===== src/design/iqd_pkg.sv =====
// iqd_pkg: shared types and constants for the IQ packet deframer.
// Used by iqd_front, iqd_fifo, iqd_back and iq_packet_deframer.
// No dependencies.
package iqd_pkg;

  localparam int unsigned MAX_RECEIVERS = 8;
  localparam int unsigned RX_W          = 3;   // receiver index width
  localparam int unsigned NRX_W         = 4;   // receiver count register width
  localparam int unsigned POS_W         = 11;  // byte position counter width
  localparam int unsigned BASE_W        = 9;   // group base within an IQ area
  localparam int unsigned OFS_W         = 6;   // byte offset within a group

  localparam logic [POS_W-1:0]  PACKET_BYTES = 11'd1032;
  localparam logic [POS_W-1:0]  AREA1_START  = 11'd16;
  localparam logic [POS_W-1:0]  AREA1_END    = 11'd520;
  localparam logic [POS_W-1:0]  AREA2_START  = 11'd528;
  localparam logic [BASE_W:0]   AREA_BYTES   = 10'd504;
  localparam logic [NRX_W-1:0]  NRX_RESET    = 4'd1;
  localparam logic [NRX_W-1:0]  NRX_MAX      = 4'd8;

  localparam int unsigned FIFO_DEPTH = 4;
  localparam int unsigned FIFO_AW    = 2;

  localparam int unsigned OUT_DATA_W = 88;

  typedef enum logic [1:0] {
    KIND_SAMPLE   = 2'd0,
    KIND_ACCEPTED = 2'd1,
    KIND_SHORT    = 2'd2,
    KIND_BAD_HDR  = 2'd3
  } kind_t;

  typedef enum logic {
    BK_FIRST  = 1'b0,
    BK_STATUS = 1'b1
  } back_state_t;

  // One queue entry: what one input byte produced.
  typedef struct packed {
    logic            smp_vld;
    logic [RX_W-1:0] rx;
    logic [23:0]     i_raw;
    logic [23:0]     q_raw;
    logic            sts_vld;
    kind_t           sts_kind;
  } iqd_entry_t;

  // Expected header bytes EF FE 01 06
  function automatic logic [7:0] hdr_byte(input logic [1:0] idx);
    logic [7:0] v;
    case (idx)
      2'd0:    v = 8'hEF;
      2'd1:    v = 8'hFE;
      2'd2:    v = 8'h01;
      2'd3:    v = 8'h06;
      default: v = 8'h00;
    endcase
    return v;
  endfunction

endpackage


===== src/design/iqd_front.sv =====
// iqd_front: takes payload bytes, tracks header, IQ areas and sample groups,
// and pushes one entry per byte that yields a sample and/or a status.
// Depends on iqd_pkg.
module iqd_front import iqd_pkg::*; (
  input  logic                clk,
  input  logic                rst_n,
  input  logic                in_tvalid,
  output logic                in_tready,
  input  logic [7:0]          in_tdata,   // [7:0] data_byte
  input  logic                in_tlast,
  input  logic                cfg_valid,
  input  logic [NRX_W-1:0]    cfg_data,
  input  logic                q_full,
  output logic                q_push,
  output iqd_entry_t          q_entry
);

  logic [NRX_W-1:0]  nrx_r;
  logic [POS_W-1:0]  pos_r,    pos_nxt;
  logic              hdr_ok_r, hdr_ok_nxt;
  logic [BASE_W-1:0] base_r,   base_nxt;
  logic [OFS_W-1:0]  ofs_r,    ofs_nxt;
  logic [2:0]        within_r, within_nxt;
  logic [3:0]        rxc_r,    rxc_nxt;
  logic [39:0]       sb_r,     sb_nxt;

  logic              acc, in_win, in_area, area_first, fits, smp_byte, grp_end;
  logic [NRX_W-1:0]  nrx_eff;
  logic [OFS_W-1:0]  smp_len, gsize, ofs_cur;
  logic [BASE_W-1:0] base_cur;
  logic [2:0]        within_cur;
  logic [3:0]        rxc_cur;
  logic [POS_W-1:0]  pos_after;
  logic              emit_smp;
  kind_t             sts_kind;

  assign in_tready = ~q_full;
  assign acc       = in_tvalid & in_tready;

  assign in_win     = pos_r < PACKET_BYTES;
  assign in_area    = (pos_r >= AREA1_START && pos_r < AREA1_END) ||
                      (pos_r >= AREA2_START && pos_r < PACKET_BYTES);
  assign area_first = (pos_r == AREA1_START) || (pos_r == AREA2_START);

  assign nrx_eff  = (nrx_r > NRX_MAX) ? NRX_MAX : nrx_r;
  assign smp_len  = {{(OFS_W-NRX_W){1'b0}}, nrx_eff} * OFS_W'(6);
  assign gsize    = smp_len + OFS_W'(2);

  assign ofs_cur    = area_first ? '0 : ofs_r;
  assign base_cur   = area_first ? '0 : base_r;
  assign within_cur = area_first ? '0 : within_r;
  assign rxc_cur    = area_first ? '0 : rxc_r;

  assign fits     = ({1'b0, base_cur} + (BASE_W+1)'(gsize)) <= AREA_BYTES;
  assign smp_byte = ofs_cur < smp_len;
  // offset at or past the group end (register may have shrunk the group)
  assign grp_end  = ({1'b0, ofs_cur} + 7'd1) >= {1'b0, gsize};

  always_comb begin
    hdr_ok_nxt = hdr_ok_r;
    if (pos_r < POS_W'(4) && in_tdata != hdr_byte(pos_r[1:0])) begin
      hdr_ok_nxt = 1'b0;
    end
  end

  assign pos_after = in_win ? pos_r + POS_W'(1) : pos_r;
  assign emit_smp  = in_area && fits && smp_byte && within_cur == 3'd5 && hdr_ok_nxt;

  always_comb begin
    if (pos_after < PACKET_BYTES) begin
      sts_kind = KIND_SHORT;
    end else if (!hdr_ok_nxt) begin
      sts_kind = KIND_BAD_HDR;
    end else begin
      sts_kind = KIND_ACCEPTED;
    end
  end

  always_comb begin
    base_nxt   = base_r;
    ofs_nxt    = ofs_r;
    within_nxt = within_r;
    rxc_nxt    = rxc_r;
    sb_nxt     = sb_r;
    if (in_area) begin
      base_nxt   = base_cur;
      ofs_nxt    = ofs_cur;
      within_nxt = within_cur;
      rxc_nxt    = rxc_cur;
      if (fits) begin
        if (smp_byte) begin
          if (within_cur == 3'd0) begin
            sb_nxt = {32'd0, in_tdata};
          end else if (within_cur < 3'd5) begin
            sb_nxt = {sb_r[31:0], in_tdata};
          end else begin
            sb_nxt = '0;
          end
        end
        if (grp_end) begin
          base_nxt   = base_cur + BASE_W'(gsize);
          ofs_nxt    = '0;
          within_nxt = '0;
          rxc_nxt    = '0;
        end else begin
          ofs_nxt = ofs_cur + OFS_W'(1);
          if (within_cur == 3'd5) begin
            within_nxt = '0;
            rxc_nxt    = rxc_cur + 4'd1;
          end else begin
            within_nxt = within_cur + 3'd1;
          end
        end
      end
    end
  end

  assign q_push           = acc & (emit_smp | in_tlast);
  assign q_entry.smp_vld  = emit_smp;
  assign q_entry.rx       = rxc_cur[RX_W-1:0];
  assign q_entry.i_raw    = sb_r[39:16];
  assign q_entry.q_raw    = {sb_r[15:0], in_tdata};
  assign q_entry.sts_vld  = in_tlast;
  assign q_entry.sts_kind = sts_kind;

  always_ff @(posedge clk) begin
    if (!rst_n) begin
      nrx_r <= NRX_RESET;
    end else if (cfg_valid) begin
      nrx_r <= cfg_data;
    end
  end

  always_ff @(posedge clk) begin
    if (!rst_n) begin
      pos_r    <= '0;
      hdr_ok_r <= 1'b1;
      base_r   <= '0;
      ofs_r    <= '0;
      within_r <= '0;
      rxc_r    <= '0;
      sb_r     <= '0;
    end else if (acc) begin
      if (in_tlast) begin
        // rearm for the next datagram
        pos_r    <= '0;
        hdr_ok_r <= 1'b1;
        base_r   <= '0;
        ofs_r    <= '0;
        within_r <= '0;
        rxc_r    <= '0;
        sb_r     <= '0;
      end else if (in_win) begin
        pos_r    <= pos_after;
        hdr_ok_r <= hdr_ok_nxt;
        base_r   <= base_nxt;
        ofs_r    <= ofs_nxt;
        within_r <= within_nxt;
        rxc_r    <= rxc_nxt;
        sb_r     <= sb_nxt;
      end
    end
  end

endmodule


===== src/design/iqd_fifo.sv =====
// iqd_fifo: short register queue of deframer entries between front and back.
// Depends on iqd_pkg.
module iqd_fifo import iqd_pkg::*; (
  input  logic       clk,
  input  logic       rst_n,
  input  logic       push,
  input  iqd_entry_t push_entry,
  output logic       full,
  input  logic       pop,
  output iqd_entry_t head,
  output logic       empty
);

  iqd_entry_t         mem_r [FIFO_DEPTH];
  logic [FIFO_AW-1:0] wr_ptr_r, rd_ptr_r;
  logic [FIFO_AW:0]   cnt_r;
  logic               do_push, do_pop;

  assign full    = cnt_r == (FIFO_AW+1)'(FIFO_DEPTH);
  assign empty   = cnt_r == '0;
  assign do_push = push & ~full;
  assign do_pop  = pop & ~empty;
  assign head    = mem_r[rd_ptr_r];

  always_ff @(posedge clk) begin
    if (do_push) begin
      mem_r[wr_ptr_r] <= push_entry;
    end
  end

  always_ff @(posedge clk) begin
    if (!rst_n) begin
      wr_ptr_r <= '0;
      rd_ptr_r <= '0;
      cnt_r    <= '0;
    end else begin
      if (do_push) begin
        wr_ptr_r <= wr_ptr_r + FIFO_AW'(1);
      end
      if (do_pop) begin
        rd_ptr_r <= rd_ptr_r + FIFO_AW'(1);
      end
      case ({do_push, do_pop})
        2'b10:   cnt_r <= cnt_r + (FIFO_AW+1)'(1);
        2'b01:   cnt_r <= cnt_r - (FIFO_AW+1)'(1);
        default: cnt_r <= cnt_r;
      endcase
    end
  end

endmodule


===== src/design/iqd_back.sv =====
// iqd_back: drains queue entries into result beats (sample, then status),
// keeps the accepted-packet count and holds the output register.
// Depends on iqd_pkg.
module iqd_back import iqd_pkg::*; (
  input  logic                  clk,
  input  logic                  rst_n,
  input  iqd_entry_t            head,
  input  logic                  empty,
  output logic                  pop,
  output logic                  out_tvalid,
  input  logic                  out_tready,
  output logic [OUT_DATA_W-1:0] out_tdata,
  output logic [1:0]            out_tuser,
  output logic                  out_tlast
);

  back_state_t     st_r, st_nxt;
  logic            ov_r;
  kind_t           kind_r;
  logic [RX_W-1:0] rx_r;
  logic [23:0]     i_r;
  logic [24:0]     q_r;
  logic [31:0]     total_r;
  logic            last_r;
  logic [31:0]     cnt_r;
  logic            load, emit_smp;
  logic [31:0]     cnt_inc;

  assign load    = ~empty & (~ov_r | out_tready);
  assign cnt_inc = cnt_r + 32'd1;

  always_comb begin
    st_nxt = st_r;
    if (load) begin
      case (st_r)
        BK_FIRST:  st_nxt = (head.smp_vld && head.sts_vld) ? BK_STATUS : BK_FIRST;
        BK_STATUS: st_nxt = BK_FIRST;
        default:   st_nxt = BK_FIRST;
      endcase
    end
  end

  always_comb begin
    emit_smp = 1'b0;
    case (st_r)
      BK_FIRST:  emit_smp = head.smp_vld;
      BK_STATUS: emit_smp = 1'b0;
      default:   emit_smp = 1'b0;
    endcase
    pop = load & (~emit_smp | ~head.sts_vld);
  end

  always_ff @(posedge clk) begin
    if (!rst_n) begin
      st_r  <= BK_FIRST;
      ov_r  <= 1'b0;
      cnt_r <= '0;
    end else begin
      st_r <= st_nxt;
      if (load) begin
        ov_r <= 1'b1;
      end else if (out_tready) begin
        ov_r <= 1'b0;
      end
      if (load && !emit_smp && head.sts_kind == KIND_ACCEPTED) begin
        cnt_r <= cnt_inc;
      end
    end
  end

  always_ff @(posedge clk) begin
    if (load) begin
      if (emit_smp) begin
        kind_r  <= KIND_SAMPLE;
        rx_r    <= head.rx;
        i_r     <= head.i_raw;
        q_r     <= 25'd0 - {head.q_raw[23], head.q_raw};
        total_r <= '0;
        last_r  <= ~head.sts_vld;
      end else begin
        kind_r  <= head.sts_kind;
        rx_r    <= '0;
        i_r     <= '0;
        q_r     <= '0;
        total_r <= (head.sts_kind == KIND_ACCEPTED) ? cnt_inc : cnt_r;
        last_r  <= 1'b1;
      end
    end
  end

  assign out_tvalid = ov_r;
  assign out_tuser  = kind_r;
  assign out_tlast  = last_r;
  assign out_tdata  = {4'd0, total_r, q_r, i_r, rx_r};

endmodule


===== src/design/iq_packet_deframer.sv =====
// iq_packet_deframer: top level of the IQ packet deframer.
// Depends on iqd_pkg, iqd_front, iqd_fifo and iqd_back.
//
// Usage:
//   in_*  : one payload byte per beat, in_tlast on the final byte of a datagram.
//   out_* : result beats. out_tuser gives the kind (sample, accepted, short,
//           bad header); out_tlast marks the final result caused by one byte.
//   cfg_* : write of the receiver count; always ready, write only while idle.
// The front stage checks the EF FE 01 06 header and slices the two 504-byte
// IQ areas into per-receiver 24-bit I / negated Q samples; a four-entry queue
// feeds the back stage, which forms result beats and counts accepted packets.
// Throughput: one byte per cycle while the queue is not full. A byte gives
// at most one queue entry, and only the final byte of a datagram can give two
// result beats (sample, then status); entries pass the queue, then the output register.
// Reset clears the byte position, header flag, receiver count (to 1) and the
// packet count. When the receiver stalls, the output register holds its beat,
// the queue fills, and in_tready drops once four entries are waiting.
module iq_packet_deframer import iqd_pkg::*; (
  input  logic                  clk,
  input  logic                  rst_n,
  input  logic                  in_tvalid,
  output logic                  in_tready,
  input  logic [7:0]            in_tdata,   // [7:0] data_byte
  input  logic                  in_tlast,   // end_of_datagram
  output logic                  out_tvalid,
  input  logic                  out_tready,
  output logic [OUT_DATA_W-1:0] out_tdata,  // [2:0] receiver, [26:3] i_sample,
                                            // [51:27] q_sample, [83:52] packet_total
  output logic [1:0]            out_tuser,  // [1:0] kind
  output logic                  out_tlast,  // last_of_run
  input  logic                  cfg_valid,
  output logic                  cfg_ready,
  input  logic [NRX_W-1:0]      cfg_data
);

  logic       q_full, q_push, q_pop, q_empty;
  iqd_entry_t q_entry, q_head;

  assign cfg_ready = 1'b1;

  iqd_front u_front (
    .clk       (clk),
    .rst_n     (rst_n),
    .in_tvalid (in_tvalid),
    .in_tready (in_tready),
    .in_tdata  (in_tdata),
    .in_tlast  (in_tlast),
    .cfg_valid (cfg_valid),
    .cfg_data  (cfg_data),
    .q_full    (q_full),
    .q_push    (q_push),
    .q_entry   (q_entry)
  );

  iqd_fifo u_fifo (
    .clk        (clk),
    .rst_n      (rst_n),
    .push       (q_push),
    .push_entry (q_entry),
    .full       (q_full),
    .pop        (q_pop),
    .head       (q_head),
    .empty      (q_empty)
  );

  iqd_back u_back (
    .clk        (clk),
    .rst_n      (rst_n),
    .head       (q_head),
    .empty      (q_empty),
    .pop        (q_pop),
    .out_tvalid (out_tvalid),
    .out_tready (out_tready),
    .out_tdata  (out_tdata),
    .out_tuser  (out_tuser),
    .out_tlast  (out_tlast)
  );

endmodule


===== config.mk =====
export PLATFORM = sky130hd
export DESIGN_NAME = iq_packet_deframer
export DESIGN_NICKNAME = d
export VERILOG_FILES = /design/src/design/iqd_pkg.sv /design/src/design/iqd_front.sv /design/src/design/iqd_fifo.sv /design/src/design/iqd_back.sv /design/src/design/iq_packet_deframer.sv
export SDC_FILE = /design/constraint.sdc
export NUM_CORES = 1
export LEC_CHECK = 0
export BUFFER_PORTS_ARGS = -buffer_cell sky130_fd_sc_hd__buf_4
export CORE_MARGIN = 1.5
export CORE_UTILIZATION = 35
export CTS_BUF_LIST = sky130_fd_sc_hd__clkbuf_8
export DETAILED_ROUTE_END_ITERATION = 16
export PLACE_DENSITY_LB_ADDON = 0.2
export SLEW_MARGIN = 0
export SYNTH_ARGS = -nofsm -noshare
export SYNTH_HDL_FRONTEND = slang
export SYNTH_SLANG_ARGS = --single-unit

===== constraint.sdc =====
create_clock -name clk -period 8.9 [get_ports clk]
set_clock_uncertainty 0.15 [all_clocks]
set_input_delay 1.78 -clock clk [delete_from_list [all_inputs] [get_ports clk]]
set_output_delay 1.78 -clock clk [all_outputs]
set_load 0.05 [all_outputs]

## Yosys cells after proc, flatten, opt, wreduce, memory -nomap -nowiden

Memories as Yosys holds them, arrays and structs flattened. A register that Yosys moved wholly into a read port is not among the register bits.
Cells that the tools add are included.

| storage, ports and cells | value |
|---|---|
| input bits | 18 |
| memories kept | 1 |
| RAM bits | 220 |
| register bits | 206 |
| word-level logic and storage cells | 152 |
| output and inout bits | 94 |

| cells by class | value |
|---|---|
| bitwise logic cells | 15 |
| mux-type cells | 54 |
| reductions and logical operators | 25 |
| equality and inequality tests | 11 |
| add/sub/neg operators | 14 |
| multipliers | 1 |
| order comparisons | 11 |

Memories:

| name | depth | width | read ports | clocked after Yosys merged registers in | write ports | line | text |
|---|---|---|---|---|---|---|---|
| u_fifo.mem_r | 4 | 55 | 1 | 1 | 1 | iqd_fifo.sv:14 | `iqd_entry_t mem_r [FIFO_DEPTH];` |

Operator list:

| cell | number |
|---|---|
| $mux 40 | 7 |
| $mux 9 | 6 |
| $mux 6 | 6 |
| $mux 11 | 3 |
| $add 32x1->32 const B | 1 |
| $mux 32 | 1 |
| $mux 4 | 8 |
| $pmux 8 s4 | 1 |
| $sub 1x24->25 const A | 1 |
| $lt 11x11->1 const B | 2 |
| $mux 3 | 7 |
| $reduce_bool 2->1 | 6 |
| $add 11x1->11 const B | 1 |
| $eq 11x10->1 const B | 1 |
| $eq 11x5->1 const B | 1 |
| $ge 11x10->1 const B | 1 |
| $ge 11x5->1 const B | 1 |
| $lt 11x10->1 const B | 1 |
| $lt 11x3->1 const B | 1 |
| $add 9x6->10 | 1 |
| $le 10x9->1 const B | 1 |
| $logic_and 1x1->1 | 10 |
| $add 9x6->9 | 1 |
| $mux 1 | 8 |
| 29 further kinds | 54 |

## Logic depth before layout (Yosys ltp)

Gate-level depths: netlist of the first run.

| depth | value |
|---|---|
| depth in word-level cells | 15 |
| depth in mapped cells | 23 |
| gate-level depth less buffers | 22 |

## By module

Synthesis of the first run repeated with hierarchy kept, for this count alone.

| second synthesis, totals | value |
|---|---|
| cells, all modules | 1420 |
| area total of the unflattened synthesis | 18968.2 µm² |

By module, submodules not included:

| module | instances | sequential area each (µm²) | cells each | area an instance (µm²) |
|---|---|---|---|---|
| iqd_fifo | 1 | 6786.5 | 341 | 8491.9 |
| iqd_back | 1 | 3293.2 | 517 | 5632.9 |
| iqd_front | 1 | 1541.5 | 560 | 4832.1 |
| iq_packet_deframer | 1 | 0.0 | 2 | 11.3 |

## Least setup slack after synthesis of the first run

OpenSTA, ideal clock, no wires.

| path | value |
|---|---|
| path type | input to register |
| start point | input out_tready |
| end point | register u_fifo.cnt_r[2] |
| buffers on the path | 0 |
| required time | 8.674 ns |
| setup time | 0.076 ns |
| data arrival time | 8.002 ns |
| slack | 0.673 ns |
| stages on the path | 9 |
| path through | inv_1 a21oi_1 nor2b_1 ha_1 inv_1 fa_1 xor2_1 or3_1 a21boi_0 |

| on the way | value |
|---|---|
| cells in the longest elaborated chain, start to end | 6 |
| elaborated cells between the ends (all ways) | 8 |
| those cells by class | eq/ne: 2; mux: 1; bitwise: 4; reduce/logical: 1 |

Ends and longest elaborated chain:

| what | line | text |
|---|---|---|
| from (decl) | iq_packet_deframer.sv:26 | `input logic out_tready,` |
| $or 1x1->1 (*) | iqd_back.sv:29 | `assign load = ~empty & (~ov_r \| out_tready);` |
| $and 1x1->1 (*) | iqd_back.sv:29 |  |
| via u_back.load | iqd_back.sv:26 | `logic load, emit_smp;` |
| $and 1x1->1 (*) | iqd_back.sv:50 | `pop = load & (~emit_smp \| ~head.sts_vld);` |
| $and 1x1->1 (*) | iqd_fifo.sv:22 | `assign do_pop = pop & ~empty;` |
| via u_fifo.do_pop | iqd_fifo.sv:17 | `logic do_push, do_pop;` |
| $eq 2x1->1 or $eq 2x2->1 (tied branches) | iqd_fifo.sv:43 | `case ({do_push, do_pop})` |
| $pmux 3 s2 or $reduce_bool 2->1 (tied branches) | - |  |
| to (signal assigned) | iqd_fifo.sv:44 | `2'b10: cnt_r <= cnt_r + (FIFO_AW+1)'(1);` |
| to (signal assigned) | iqd_fifo.sv:45 | `2'b01: cnt_r <= cnt_r - (FIFO_AW+1)'(1);` |
| to (signal assigned) | iqd_fifo.sv:46 | `default: cnt_r <= cnt_r;` |
| to (decl) | iqd_fifo.sv:16 | `logic [FIFO_AW:0] cnt_r;` |

The timed path passes the listed nets; every way through them passes the cells marked *.
A chain may end at the register's enable or synchronous reset.

## Worst setup path after layout of the first run

| path | value |
|---|---|
| start point | register u_front.nrx_r[3] |
| end point | memory u_fifo.mem_r[3][16] (netlist bit), enable pin |

| on the way | value |
|---|---|
| cells in the longest elaborated chain, start to end | 15 |
| elaborated cells between the ends (all ways) | 16 |
| those cells by class | add/sub: 2; mul: 1; order compare: 3; mux: 3; bitwise: 3; reduce/logical: 4 |

Ends and longest elaborated chain:

| what | line | text |
|---|---|---|
| from (decl) | iqd_front.sv:18 | `logic [NRX_W-1:0] nrx_r;` |
| from (signal assigned) | iqd_front.sv:130 | `nrx_r <= cfg_data;` |
| $gt 4x4->1 | iqd_front.sv:45 | `assign nrx_eff = (nrx_r > NRX_MAX) ? NRX_MAX : nrx_r;` |
| $mux 4 (*) | iqd_front.sv:45 |  |
| $mul 4x2->5 (*) | iqd_front.sv:46 | `assign smp_len = {{(OFS_W-NRX_W){1'b0}}, nrx_eff} * OFS_W'(6);` |
| $add 6x2->6 | iqd_front.sv:47 | `assign gsize = smp_len + OFS_W'(2);` |
| $add 9x6->10 | iqd_front.sv:54 | `assign fits = ({1'b0, base_cur} + (BASE_W+1)'(gsize)) <= AREA_BYTES;` |
| $le 10x9->1 | iqd_front.sv:54 |  |
| $logic_and 1x1->1 | iqd_front.sv:67 | `assign emit_smp = in_area && fits && smp_byte && within_cur == 3'd5 && hdr_ok_nxt;` |
| $logic_and 1x1->1 (*) (3 in a row) | iqd_front.sv:67 |  |
| $or 1x1->1 (*) | iqd_front.sv:118 | `assign q_push = acc & (emit_smp \| in_tlast);` |
| $and 1x1->1 (*) | iqd_front.sv:118 |  |
| $and 1x1->1 (*) | iqd_fifo.sv:21 | `assign do_push = push & ~full;` |
| $mux 1 (*) | iqd_fifo.sv:26 | `if (do_push) begin` |
| $mux 1 (not written as such) (*) | iqd_fifo.sv:27 | `mem_r[wr_ptr_r] <= push_entry;` |
| to (decl) | iqd_fifo.sv:14 |  |

Mark *: on every way between the ends. The rest lies on a longest branch, timed or not.

==> results of run 1 <==
cells in the final DEF (no fill, tap or decap), types with 13 or more instances in the layout:
master	n
nand3_1	70
and3_1	13
nor3_1	27
o21ai_0	43
nor2b_1	15
nand2_1	135
xnor2_1	42
mux2i_1	53
dfxtp_1	118
clkbuf_8	89
nor2_1	68
inv_1	54
ha_1	32
and2_1	93
or3_1	18
edfxtp_1	307
buf_4	123
mux4_2	45
o211ai_1	16
xor2_1	47
a21oi_1	28
nand2b_1	16
nand4_1	19
power breakdown:
part / internal (mW) / leakage, nW / switching (mW) / total, mW
Sequential: 2.52 / 3.76 / 0.130 / 2.65
Combinational: 0.633 / 2.99 / 1.42 / 2.05
Clock: 1.06 / 0.883 / 0.815 / 1.88
Total: 4.21 / 7.63 / 2.36 / 6.58
stage by stage:
stage	util	instances	total power, mW	hold slack (ns)	cell area, sq um
2_1_floorplan	-	1458	4.20	0.293	18900
3_3_place_gp	0.381	2192	4.77	0.313	20400
3_5_place_dp	0.381	2192	4.79	0.327	20400
4_1_cts	0.411	2334	6.69	0.341	22000
5_1_grt	0.411	2335	6.88	0.361	22000
6_report	0.411	2335	6.58	0.333	22000
cell type report:
type / count / area (sq um)
clock inverters: 53 / 373
flip-flops and latches: 427 / 11600
multi-input cells: 914 / 6870
fillers: 5079 / 31600
repair buffers: 123 / 923
diodes: 1 / 2.50
well taps: 696 / 871
inverters: 32 / 120
clock buffers: 89 / 1220
critical path, stage by stage, from the launching register on:
cell and delay (ns):
dfxtp_1 0.38, nand2b_1 0.25, inv_1 0.15, ha_1 0.23
fa_1 0.54, inv_1 0.07, nor3_1 0.22, xnor2_1 0.17
inv_1 0.08, ha_1 0.26, and4b_1 0.21, a2111oi_0 0.39
o311ai_0 0.24, o211a_1 0.17, and4_1 0.19, buf_4 0.23
o31ai_2 0.54, and2_2 0.94, buf_4 0.46
flip-flops by register name (all words and copies together) (netlist names), named ones only:
| name | cells |
|---|---|
| u_back.cnt_r | 32 |
| u_back.i_r | 24 |
| u_back.out_tlast | 1 |
| u_back.out_tuser | 2 |
| u_back.out_tvalid | 1 |
| u_back.q_r | 25 |
| u_back.rx_r | 3 |
| u_back.st_r | 1 |
| u_back.total_r | 32 |
| u_fifo.cnt_r | 3 |
| u_fifo.mem_r | 220 |
| u_fifo.rd_ptr_r | 2 |
| u_fifo.wr_ptr_r | 2 |
| u_front.base_r | 9 |
| u_front.hdr_ok_r | 1 |
| u_front.nrx_r | 4 |
| u_front.ofs_r | 6 |
| u_front.pos_r | 11 |
| u_front.rxc_r | 3 |
| u_front.sb_r | 40 |
| u_front.within_r | 3 |
worst paths after layout:
check / from / endpoint / slack [ns]
setup / recovery: u_front.nrx_r[3]$_SDFFE_PN0P_ / u_fifo.mem_r[3][16]$_DFFE_PP_ / 2.63
hold / removal: u_front.nrx_r[0]$_SDFFE_PN1P_ / u_front.nrx_r[0]$_SDFFE_PN1P_ / 0.33
setup reg to reg: u_front.nrx_r[3]$_SDFFE_PN0P_ / u_fifo.mem_r[3][16]$_DFFE_PP_ / 2.63
hold reg to reg: u_front.nrx_r[0]$_SDFFE_PN1P_ / u_front.nrx_r[0]$_SDFFE_PN1P_ / 0.33
cell families after synthesis:
kind of cell,count (synthesis),synth area share
fa+ha+maj,35,0.0243
xor+xnor,89,0.0412
flops,427,0.614
other cells,2,0.000397
simple gates,535,0.151
mux,108,0.0939
compound gates,142,0.0484
buf+inv,117,0.0260
layer usage:
metal | global-route usage | routed length (microns) | up-vias | share of wire
met4 | 0.0559 | 812 | 2 | 0.020
met3 | 0.0322 | 2030 | 60 | 0.049
li1 | - | - | 5616 | -
met2 | 0.238 | 19500 | 235 | 0.47
met5 | 0 | 11 | - | 0.00027
met1 | 0.198 | 19000 | 5670 | 0.46
==> metrics.yaml, run 1 <==
synth_common_cells: "edfxtp_1 (307), nand2_1 (135), dfxtp_1 (120)"
dp_slack_ns: 2.53
rows: 85
wirelength_microns: 41300
yosysUniqueCellTypes: 73
p_leak_nw: 7.63
ir_drop_mv: 0.177
synth_top_cell_area_share: 0.487
setup_violations: 0
dr.pass1.iters: 5
cts_root_buf: "clkbuf_8"
worst_slew_margin_rel: 0.279
startpoint_type: "flip-flop"
end_kind: "flip-flop"
setup_ws_ns: 2.63
yosysMostFrequentCell: "edfxtp_1"
maxSlewViolCount: 0
viasPerCell: 4.96
boundaryPins: 112
criticalPathCategory: "flip-flop to flip-flop"
synth_edf_count: 307
clock_latency_ns: 0.63
drtIter0Drc: 746
ys_ff_latch: 427
status: "finished clean"
path_max_fanout: 34
via_count: 11600
initial_core_util: 0.353
clockBufferDepth: 3
portBuffers: 106
grt_max_degree: 73
core_area_sq_mm: 0.0536
period_share: 0.705
track_usage: 0.149
syn_to_final_growth_pct: 16.3
cts_tree: "yes"
fmax_ghz: 0.159
drive_gt1_frac: 0.187
drcViolationCount: 0
yosysSeqAreaShare: 0.614
die_h_microns: 235
die_area_sq_mm: 0.0555
cts_buffers: 76
avgSynthCellArea_sq_um: 13.0
antenna_found_initial: 2
synth_top_flop_cell: "edfxtp_1"
async_flop_share: 0
worstHoldPathType: "flip-flop to flip-flop"
synth_top_cell_by_area: "edfxtp_1"
grt_pass1_wl_microns: 64800
chipWidth_microns: 235
grt_pass1_vias: 11600
htreeDepth: 3
ctsHoldBuffers: 0
synth.area.top_cells: "edfxtp_1 (49%), dfxtp_1 (13%), mux4_2 (5.4%)"
crit_arrival_ns: 6.40
cts_resized: 0
antenna_left: 0
drv_cap: 0
hold_depth: 2
overflow: 0
fin_tns_setup_ns: 0
reg2reg_depth: 18
post-cts-setup-buffers: 0
fin_nets: 1627
place_hpwl_microns: 26000
yosysWarnings: 0
hold_violations: 0
fin_crit_ns: 6.27
cts_num_sinks: 427
globalplace.congestion: 0.816
rsz0062_at_grt: "no"
synth_area_sq_mm: 0.0189
clk_transition_reported_paths_ns: 0.06
worst_pin_slew_ns: 1.08
cp.required_ns: 9.03
wl_per_cell_microns: 17.7
syn_inst: 1455
p_per_area_mw_per_mm2: 299
No activity file was read; power rests on OpenSTA's default activity.
==> run 2: changes to the inputs <==
--- a/config.mk
+++ b/config.mk
@@ -5,6 +5,7 @@
 export SDC_FILE = /design/constraint.sdc
 export NUM_CORES = 1
 export LEC_CHECK = 0
+export ABC_AREA = 1
 export BUFFER_PORTS_ARGS = -buffer_cell sky130_fd_sc_hd__buf_4
 export CORE_MARGIN = 1.5
 export CORE_UTILIZATION = 35
==> constraint.sdc (replaced) <==
create_clock -name clk -period 5.4 [get_ports clk]
set_clock_uncertainty 0.15 [all_clocks]
set_input_delay 1.08 -clock clk [delete_from_list [all_inputs] [get_ports clk]]
set_output_delay 1.08 -clock clk [all_outputs]
set_load 0.05 [all_outputs]
==> run 2 against run 1 <==
Compared with the run above: combinational power is 84% higher; final cell count is 25% higher; synthesized area is 3.3% higher; total power is 70% higher; setup slack worse by 2.2 ns; design area is 2.1% higher; sequential power is 70% higher.
==> metrics.yaml, run 2 <==
status: "finished clean"  # unchanged
antenna_cells: 0  # was 1
synth_top_flop_cell: "edfxtp_1"  # unchanged
core_area_sq_mm: 0.0551  # was 0.0536 sq mm
synth_area_sq_mm: 0.0195  # was 0.0189 sq mm
place_hpwl_microns: 27400  # was 26000 microns
wirelength_microns: 45500  # was 41300 microns
crit_arrival_ns: 5.36  # was 6.40 ns
via_count: 13900  # was 11600
globalplace.congestion: 0.817  # was 0.816
path_max_fanout: 17  # was 34
fin_nets: 2152  # was 1627
r2r_slack_ns: 0.41  # was 2.63 ns
largest_reg_flops: 220  # unchanged
synth.area.top_cells: "edfxtp_1 (47%), dfxtp_1 (12%), nor2_1 (6.5%)"  # was edfxtp_1 (49%), dfxtp_1 (13%), mux4_2 (5.4%)
final_cell_mix: "nor2_1 (333), edfxtp_1 (307), nand2_1 (227), inv_1 (225), o21ai_0 (162)"  # was edfxtp_1 (307), nand2_1 (135), buf_4 (123), dfxtp_1 (118), and2_1 (93)
ys_ff_latch: 427  # unchanged
wl_per_cell_microns: 15.7  # was 17.7 microns
track_usage: 0.161  # was 0.149
synthSimpleGateAreaFrac: 0.174  # was 0.151
boundaryPins: 112  # unchanged
dr.pass1.iters: 5  # unchanged
hold_end: "u_front.base_r[3]$_SDFFE_PN0P_"  # was u_front.nrx_r[0]$_SDFFE_PN1P_
hold_depth: 2  # unchanged
synth_adder_area_share: 0.0236  # was 0.0243
hold_violations: 0  # unchanged
period_share: 0.925  # was 0.705
timing.rr.end: "u_fifo.cnt_r[2]$_SDFFE_PN0P_"  # was u_fifo.mem_r[3][16]$_DFFE_PP_
criticalPathCategory: "flip-flop to flip-flop"  # unchanged
initial_core_util: 0.355  # was 0.353
grt_pass1_vias: 13900  # was 11600
fmax_ghz: 0.200  # was 0.159 GHz
chipWidth_microns: 239  # was 235 microns
fillers: 5500  # was 5079
mostFrequentLayoutCell: "nor2_1"  # was edfxtp_1
max_stage_delay_ns: 0.52  # was 0.94 ns
htreeDepth: 3  # unchanged
maxSlewViolCount: 0  # unchanged
top_register: "u_fifo.mem_r"  # unchanged
antenna_left: 0  # unchanged
synth_edf_count: 307  # unchanged
drv_cap: 0  # unchanged
die_area_sq_mm: 0.0572  # was 0.0555 sq mm
timing.rr.start: "u_front.nrx_r[3]$_SDFFE_PN0P_"  # unchanged
worstHoldPathType: "flip-flop to flip-flop"  # unchanged
fin_crit_ns: 4.99  # was 6.27 ns
grt_max_degree: 80  # was 73
reg2reg_depth: 31  # was 18
synth-compound-area-share: 0.117  # was 0.0484
worst_slew_margin_rel: 0.416  # was 0.279
portBuffers: 106  # unchanged
synth_common_cells: "nor2_1 (337), edfxtp_1 (307), nand2_1 (228)"  # was edfxtp_1 (307), nand2_1 (135), dfxtp_1 (120)
cts_tree: "yes"  # unchanged
viasPerCell: 4.78  # was 4.96
cp.required_ns: 5.77  # was 9.03 ns
slowest_stage: "fa_1"  # was and2_2
clk_transition_reported_paths_ns: 0.06  # about the same
reg_top3: "u_fifo.mem_r x220, u_front.sb_r x40"  # unchanged
syn_to_final_growth_pct: 15.0  # was 16.3%
end_kind: "flip-flop"  # unchanged
rows: 86  # was 85
synth_top_cell_area_share: 0.472  # was 0.487
cts_buffers: 75  # was 76
p_per_area_mw_per_mm2: 496  # was 299 mW/mm^2
async_flop_share: 0  # unchanged
synth_xor_area_frac: 0.0188  # was 0.0412
avgSynthCellArea_sq_um: 9.84  # was 13.0 sq um
die_h_microns: 239  # was 235 microns
register_area_sq_mm: 0.0116  # about the same
clock_latency_ns: 0.65  # was 0.63 ns
min-delay-start: "u_front.base_r[3]$_SDFFE_PN0P_"  # was u_front.nrx_r[0]$_SDFFE_PN1P_
antenna_found_initial: 1  # was 2
startpoint_type: "flip-flop"  # unchanged
p_leak_nw: 8.65  # was 7.63 nW
setup_violations: 0  # unchanged
yosysUniqueCellTypes: 65  # was 73
ir_drop_mv: 0.362  # was 0.177 mV
worst_pin_slew_ns: 0.876  # was 1.08 ns
synth.area.mux_share: 0  # was 0.0939
clockBufferDepth: 3  # unchanged
synth_top_cell_by_area: "edfxtp_1"  # unchanged
drcViolationCount: 0  # unchanged
grt_pass1_wl_microns: 73200  # was 64800 microns
cts_num_sinks: 427  # unchanged
yosysMostFrequentCell: "nor2_1"  # was edfxtp_1
syn_inst: 1986  # was 1455
overflow: 0  # unchanged
synth_top_family_by_area: "simple AND/OR/NAND/NOR gates"  # unchanged
yosysWarnings: 0  # unchanged
fin_tns_setup_ns: 0  # unchanged
cts_root_buf: "clkbuf_8"  # unchanged
holdWs_ns: 0.311  # was 0.333 ns
multi_input_area_sq_mm: 0.00663  # was 0.00687 sq mm
yosysSeqAreaShare: 0.595  # was 0.614
drtIter0Drc: 711  # was 746
drive_gt1_frac: 0.160  # was 0.187
[run 2: cell count changes after synthesis, sizes merged, moves of 27 or more]
cell / before / now
nor2: 68 / 397
a21oi: 29 / 137
inv: 32 / 213
xnor2: 42 / 8
o21ai: 46 / 216
buf: 27 / 54
nand2: 135 / 242
mux4: 53 / 0
mux2i: 53 / 0
and2: 97 / 2
[run 2: stage by stage]
| stage | instances | worst slack, ns | total power [mW] | instance area [sq um] | util |
|---|---|---|---|---|---|
| after floorplan | 1989 | -0.850 | 7.26 | 19600 | - |
| after global placement | 2767 | 0.334 | 8.36 | 21000 | 0.380 |
| after detailed placement | 2767 | 0.137 | 8.40 | 21000 | 0.380 |
| after CTS | 2905 | 0.137 | 11.3 | 22400 | 0.407 |
| after global routing | 2908 | -0.00469 | 11.8 | 22500 | 0.408 |
| final | 2908 | 0.407 | 11.1 | 22500 | 0.408 |
[run 2: how the worst max path moves through the flow]
stage | cells past startpoint | slack, ns | start | end
2_1_floorplan | 24 | -0.85 | u_front.nrx_r[3]$_SDFFE_PN0P_ | u_fifo.mem_r[0][0]$_DFFE_PP_
3_3_place_gp | 31 | 0.33 | u_front.nrx_r[3]$_SDFFE_PN0P_ | u_fifo.cnt_r[2]$_SDFFE_PN0P_
3_5_place_dp | 31 | 0.14 | u_front.nrx_r[3]$_SDFFE_PN0P_ | u_fifo.cnt_r[2]$_SDFFE_PN0P_
4_1_cts | 31 | 0.14 | u_front.nrx_r[3]$_SDFFE_PN0P_ | u_fifo.cnt_r[2]$_SDFFE_PN0P_
5_1_grt | 30 | -0.005 | u_front.nrx_r[3]$_SDFFE_PN0P_ | u_fifo.cnt_r[2]$_SDFFE_PN0P_
6_report | 31 | 0.41 | u_front.nrx_r[3]$_SDFFE_PN0P_ | u_fifo.cnt_r[2]$_SDFFE_PN0P_
[run 2: cells by family after synthesis]
kind of cell | after synthesis
adders and majority gates | 35
buffers and inverters | 310
other | 2
DFF | 427
AOI/OAI and AO/OA | 416
and+or+nand+nor | 755
xor gates and xnor gates | 41
[run 2: timing repair]
item	4_1_cts	5_1_grt
resized for setup	0	6
hold buffers	0	0
setup endpoints to repair	0	222
buffers inserted	0	3
hold endpoints to repair	0	0
[run 2: layout make-up]
type / instances / share of cell area
Sequential cell: 427 / 0.517
Multi-Input combinational cell: 1252 / 0.295
Clock buffer: 80 / 0.0490
Timing Repair Buffer: 126 / 0.0443
Tap cell: 748 / 0.0417
Inverter: 217 / 0.0367
Clock inverter: 58 / 0.0156
[run 2: worst max-delay path: cells and delay by family, from the launching register on]
kind | cells | cell delay [ns]
compound gates | 4 | 0.44
xor+xnor | 1 | 0.20
fa+ha+maj | 5 | 1.67
buf+inv | 7 | 0.58
flops | 1 | 0.34
simple gates | 14 | 1.48
[run 2: layer usage]
layer,share of wire,vias to the layer above,global-route usage,wire length (microns)
met2,0.48,251,0.276,22000
met4,0.021,2,0.0575,949
met1,0.45,6665,0.203,20700
met3,0.041,58,0.0315,1860
met5,0.00031,-,0,14
li1,-,6930,-,-
[run 2: where the power goes]
part / internal, mW / switching [mW]
combinational: 0.969 / 2.81
clock: 1.53 / 1.35
sequential: 4.24 / 0.261
==> run 3: changes to the inputs <==
--- a/config.mk
+++ b/config.mk
@@ -5,12 +5,12 @@
 export SDC_FILE = /design/constraint.sdc
 export NUM_CORES = 1
 export LEC_CHECK = 0
-export ABC_AREA = 1
 export BUFFER_PORTS_ARGS = -buffer_cell sky130_fd_sc_hd__buf_4
 export CORE_MARGIN = 1.5
 export CORE_UTILIZATION = 35
 export CTS_BUF_LIST = sky130_fd_sc_hd__clkbuf_8
 export DETAILED_ROUTE_END_ITERATION = 16
+export GPL_TIMING_DRIVEN = 0
 export PLACE_DENSITY_LB_ADDON = 0.2
 export SLEW_MARGIN = 0
 export SYNTH_ARGS = -nofsm -noshare
==> constraint.sdc (replaced) <==
create_clock -name clk -period 6.06 [get_ports clk]
set_clock_uncertainty 0.15 [all_clocks]
set_input_delay 1.212 -clock clk [delete_from_list [all_inputs] [get_ports clk]]
set_output_delay 1.212 -clock clk [all_outputs]
set_load 0.05 [all_outputs]
==> run 3 against run 2 <==
Compared with the run above: clock power fell by 8.4%; flip-flop and latch count did not move; hold slack improved by 0.020 ns; core utilization rose by 0.82 points; largest cell class unchanged.
==> metrics.yaml, run 3 (synthesized netlist as in run 1, its figures left out) <==
end_kind: "flip-flop"  # unchanged
cts_num_sinks: 427  # unchanged
status: "finished clean"  # unchanged
ctsHoldBuffers: 0  # unchanged
maxSlewViolCount: 0  # unchanged
overflow: 0  # unchanged
ir_drop_mv: 0.205  # was 0.362 mV
p_per_area_mw_per_mm2: 433  # was 496 mW/mm^2
wirelength_microns: 43000  # was 45500 microns
max_stage_delay_ns: 0.56  # was 0.52 ns
htreeDepth: 3  # unchanged
track_usage: 0.154  # was 0.161
fmax_ghz: 0.175  # was 0.200 GHz
portBuffers: 104  # was 106
die_area_sq_mm: 0.0555  # was 0.0572 sq mm
die_h_microns: 235  # was 239 microns
drive_gt1_frac: 0.180  # was 0.160
slowest_stage: "or4_4"  # was fa_1
place_hpwl_microns: 28600  # was 27400 microns
setup_violations: 0  # unchanged
grt_pass1_wl_microns: 66700  # was 73200 microns
p_leak_nw: 7.78  # was 8.65 nW
wl_per_cell_microns: 17.9  # was 15.7 microns
startpoint_type: "flip-flop"  # unchanged
fin_crit_ns: 5.73  # was 4.99 ns
cp.required_ns: 6.46  # was 5.77 ns
initial_core_util: 0.353  # was 0.355
globalplace.congestion: 0.828  # was 0.817
worst_pin_slew_ns: 1.06  # was 0.876 ns
final_area_sq_mm: 0.0223  # was 0.0225 sq mm
drv_cap: 0  # unchanged
dp_slack_ns: -0.0744  # was 0.137 ns
top_register: "u_fifo.mem_r"  # unchanged
place_inst: 2265  # was 2767
post-cts-setup-buffers: 0  # unchanged
dpl-instance-area_sq_mm: 0.0208  # was 0.0210 sq mm
cts_buffers: 73  # was 75
final_cells: 2400  # was 2908
cts_root_buf: "clkbuf_8"  # unchanged
clk_transition_reported_paths_ns: 0.05  # was 0.06 ns
fin_util: 0.416  # was 0.408
syn_to_final_growth_pct: 17.9  # was 15.0%
cp_top_family: "simple AND/OR/NAND/NOR gates"  # was adder cells
chipWidth_microns: 235  # was 239 microns
final_cell_mix: "edfxtp_1 (307), nand2_1 (135), dfxtp_1 (120), buf_4 (109), and2_1 (93)"  # was nor2_1 (333), edfxtp_1 (307), nand2_1 (227), inv_1 (225), o21ai_0 (162)
grt_pass1_vias: 11900  # was 13900
clockBufferDepth: 3  # unchanged
viasPerCell: 5.01  # was 4.78
fin_tns_setup_ns: 0  # unchanged
path_cells: "clkbuf_1 -> or3_1 -> or4_4 -> clkbuf_2 -> clkbuf_2 -> and2_1 -> ha_1 -> inv_1 -> fa_1 -> nor2b_1 -> o21a_1 -> o21a_1 -> a2111oi_2 -> and4_2 -> o31ai_4 -> inv_1 -> ha_1 -> inv_1 -> fa_1 -> xor2_1 -> or3_1 -> a21boi_0"
worst_slew_margin_rel: 0.285  # was 0.416
period_share: 0.945  # was 0.925
cts_tree: "yes"  # unchanged
setup_ws_ns: 0.333  # was 0.407 ns
worstHoldPathType: "flip-flop to flip-flop"  # unchanged
reg_top3: "u_fifo.mem_r x220, u_front.sb_r x40"  # unchanged
core_area_sq_mm: 0.0536  # was 0.0551 sq mm
largest_reg_flops: 220  # unchanged
boundaryPins: 112  # unchanged
clock_latency_ns: 0.64  # was 0.65 ns
path_max_fanout: 10  # was 17
criticalPathCategory: "flip-flop to flip-flop"  # unchanged
hold_violations: 0  # unchanged
via_count: 12000  # was 13900
crit_buf_inv: 6  # was 7
dr.pass1.iters: 7  # was 5
fin_nets: 1696  # was 2152
drtIter0Drc: 704  # was 711
drcViolationCount: 0  # unchanged
antenna_left: 0  # unchanged
crit_top_cell: "inv_1"
crit_arrival_ns: 6.12  # was 5.36 ns
mostFrequentLayoutCell: "edfxtp_1"  # was nor2_1
antenna_found_initial: 2  # was 1
grt_max_degree: 37  # was 80
rows: 85  # was 86
## run 3: cell count changes in the layout (fill, tap and decap cells not counted), moves of 18 or more
cell | before | now
o21ai_1 | 54 | 3
nor2_2 | 51 | 0
inv_1 | 225 | 60
and2_1 | 2 | 93
mux4_2 | 0 | 45
or3_1 | 0 | 18
nor2_1 | 333 | 68
clkbuf_1 | 0 | 55
mux2i_1 | 0 | 53
o21ai_0 | 162 | 43
xnor2_1 | 7 | 42
a21oi_1 | 134 | 28
nand2_1 | 227 | 135
## run 3: report_power, final
part	leakage, nW	total (mW)	internal (mW)	switching [mW]
logic	3.16	3.20	1.02	2.18
clock network	0.867	2.63	1.45	1.18
registers	3.75	3.83	3.69	0.138
## run 3: timing repair
| item | in CTS | in global routing |
|---|---|---|
| setup endpoints to repair | 1 | 107 |
| gates resized for setup | 1 | 8 |
| pin swaps | 0 | 1 |
## run 3: layout make-up
cell class	count	area, sq um
Fill cell	5055	31300
Antenna cell	2	5.00
Inverter	32	120
Clock inverter	46	283
Sequential cell	427	11600
Clock buffer	88	1210
Timing Repair Buffer	111	958
Tap cell	696	871
Multi-Input combinational cell	914	6860
Buffer	84	370
## run 3: metrics by stage
step | total power, mW | hold slack, ns
after global placement | 7.09 | 0.315
after detailed placement | 7.15 | 0.325
final | 9.66 | 0.331
after floorplan | 6.13 | 0.293
after global routing | 10.1 | 0.360
after CTS | 9.82 | 0.336
## run 3: routing by layer
layer | global-route usage | part of all wire | vias to the layer above | wire, microns
met5 | 0 | 0.00030 | - | 13
met4 | 0.0563 | 0.021 | 2 | 900
met3 | 0.0304 | 0.044 | 68 | 1910
met2 | 0.251 | 0.48 | 243 | 20500
met1 | 0.205 | 0.46 | 5944 | 19700
li1 | - | - | 5763 | -
## run 3: final timing paths
kind                                                startpoint                        endpoint  slack, ns  cells after the start
worst max-delay path             u_front.pos_r[7]$_SDFFE_PN0P_    u_fifo.cnt_r[2]$_SDFFE_PN0P_       0.33                     22
worst min-delay path            u_front.base_r[1]$_SDFFE_PN0P_  u_front.base_r[1]$_SDFFE_PN0P_       0.33                      2
worst min register to register  u_front.base_r[1]$_SDFFE_PN0P_  u_front.base_r[1]$_SDFFE_PN0P_       0.33                      2
worst max register to register   u_front.pos_r[7]$_SDFFE_PN0P_    u_fifo.cnt_r[2]$_SDFFE_PN0P_       0.33                     22
## run 3: worst register-to-register path, cell delays in order (launching register included)
cell and delay, ns:
dfxtp_1 0.29, clkbuf_1 0.19, or3_1 0.42, or4_4 0.56, clkbuf_2 0.24, clkbuf_2 0.25
and2_1 0.21, ha_1 0.21, inv_1 0.08, fa_1 0.20, nor2b_1 0.08, o21a_1 0.19
o21a_1 0.19, a2111oi_2 0.47, and4_2 0.37, o31ai_4 0.11, inv_1 0.12, ha_1 0.20
inv_1 0.07, fa_1 0.43, xor2_1 0.16, or3_1 0.30, a21boi_0 0.17
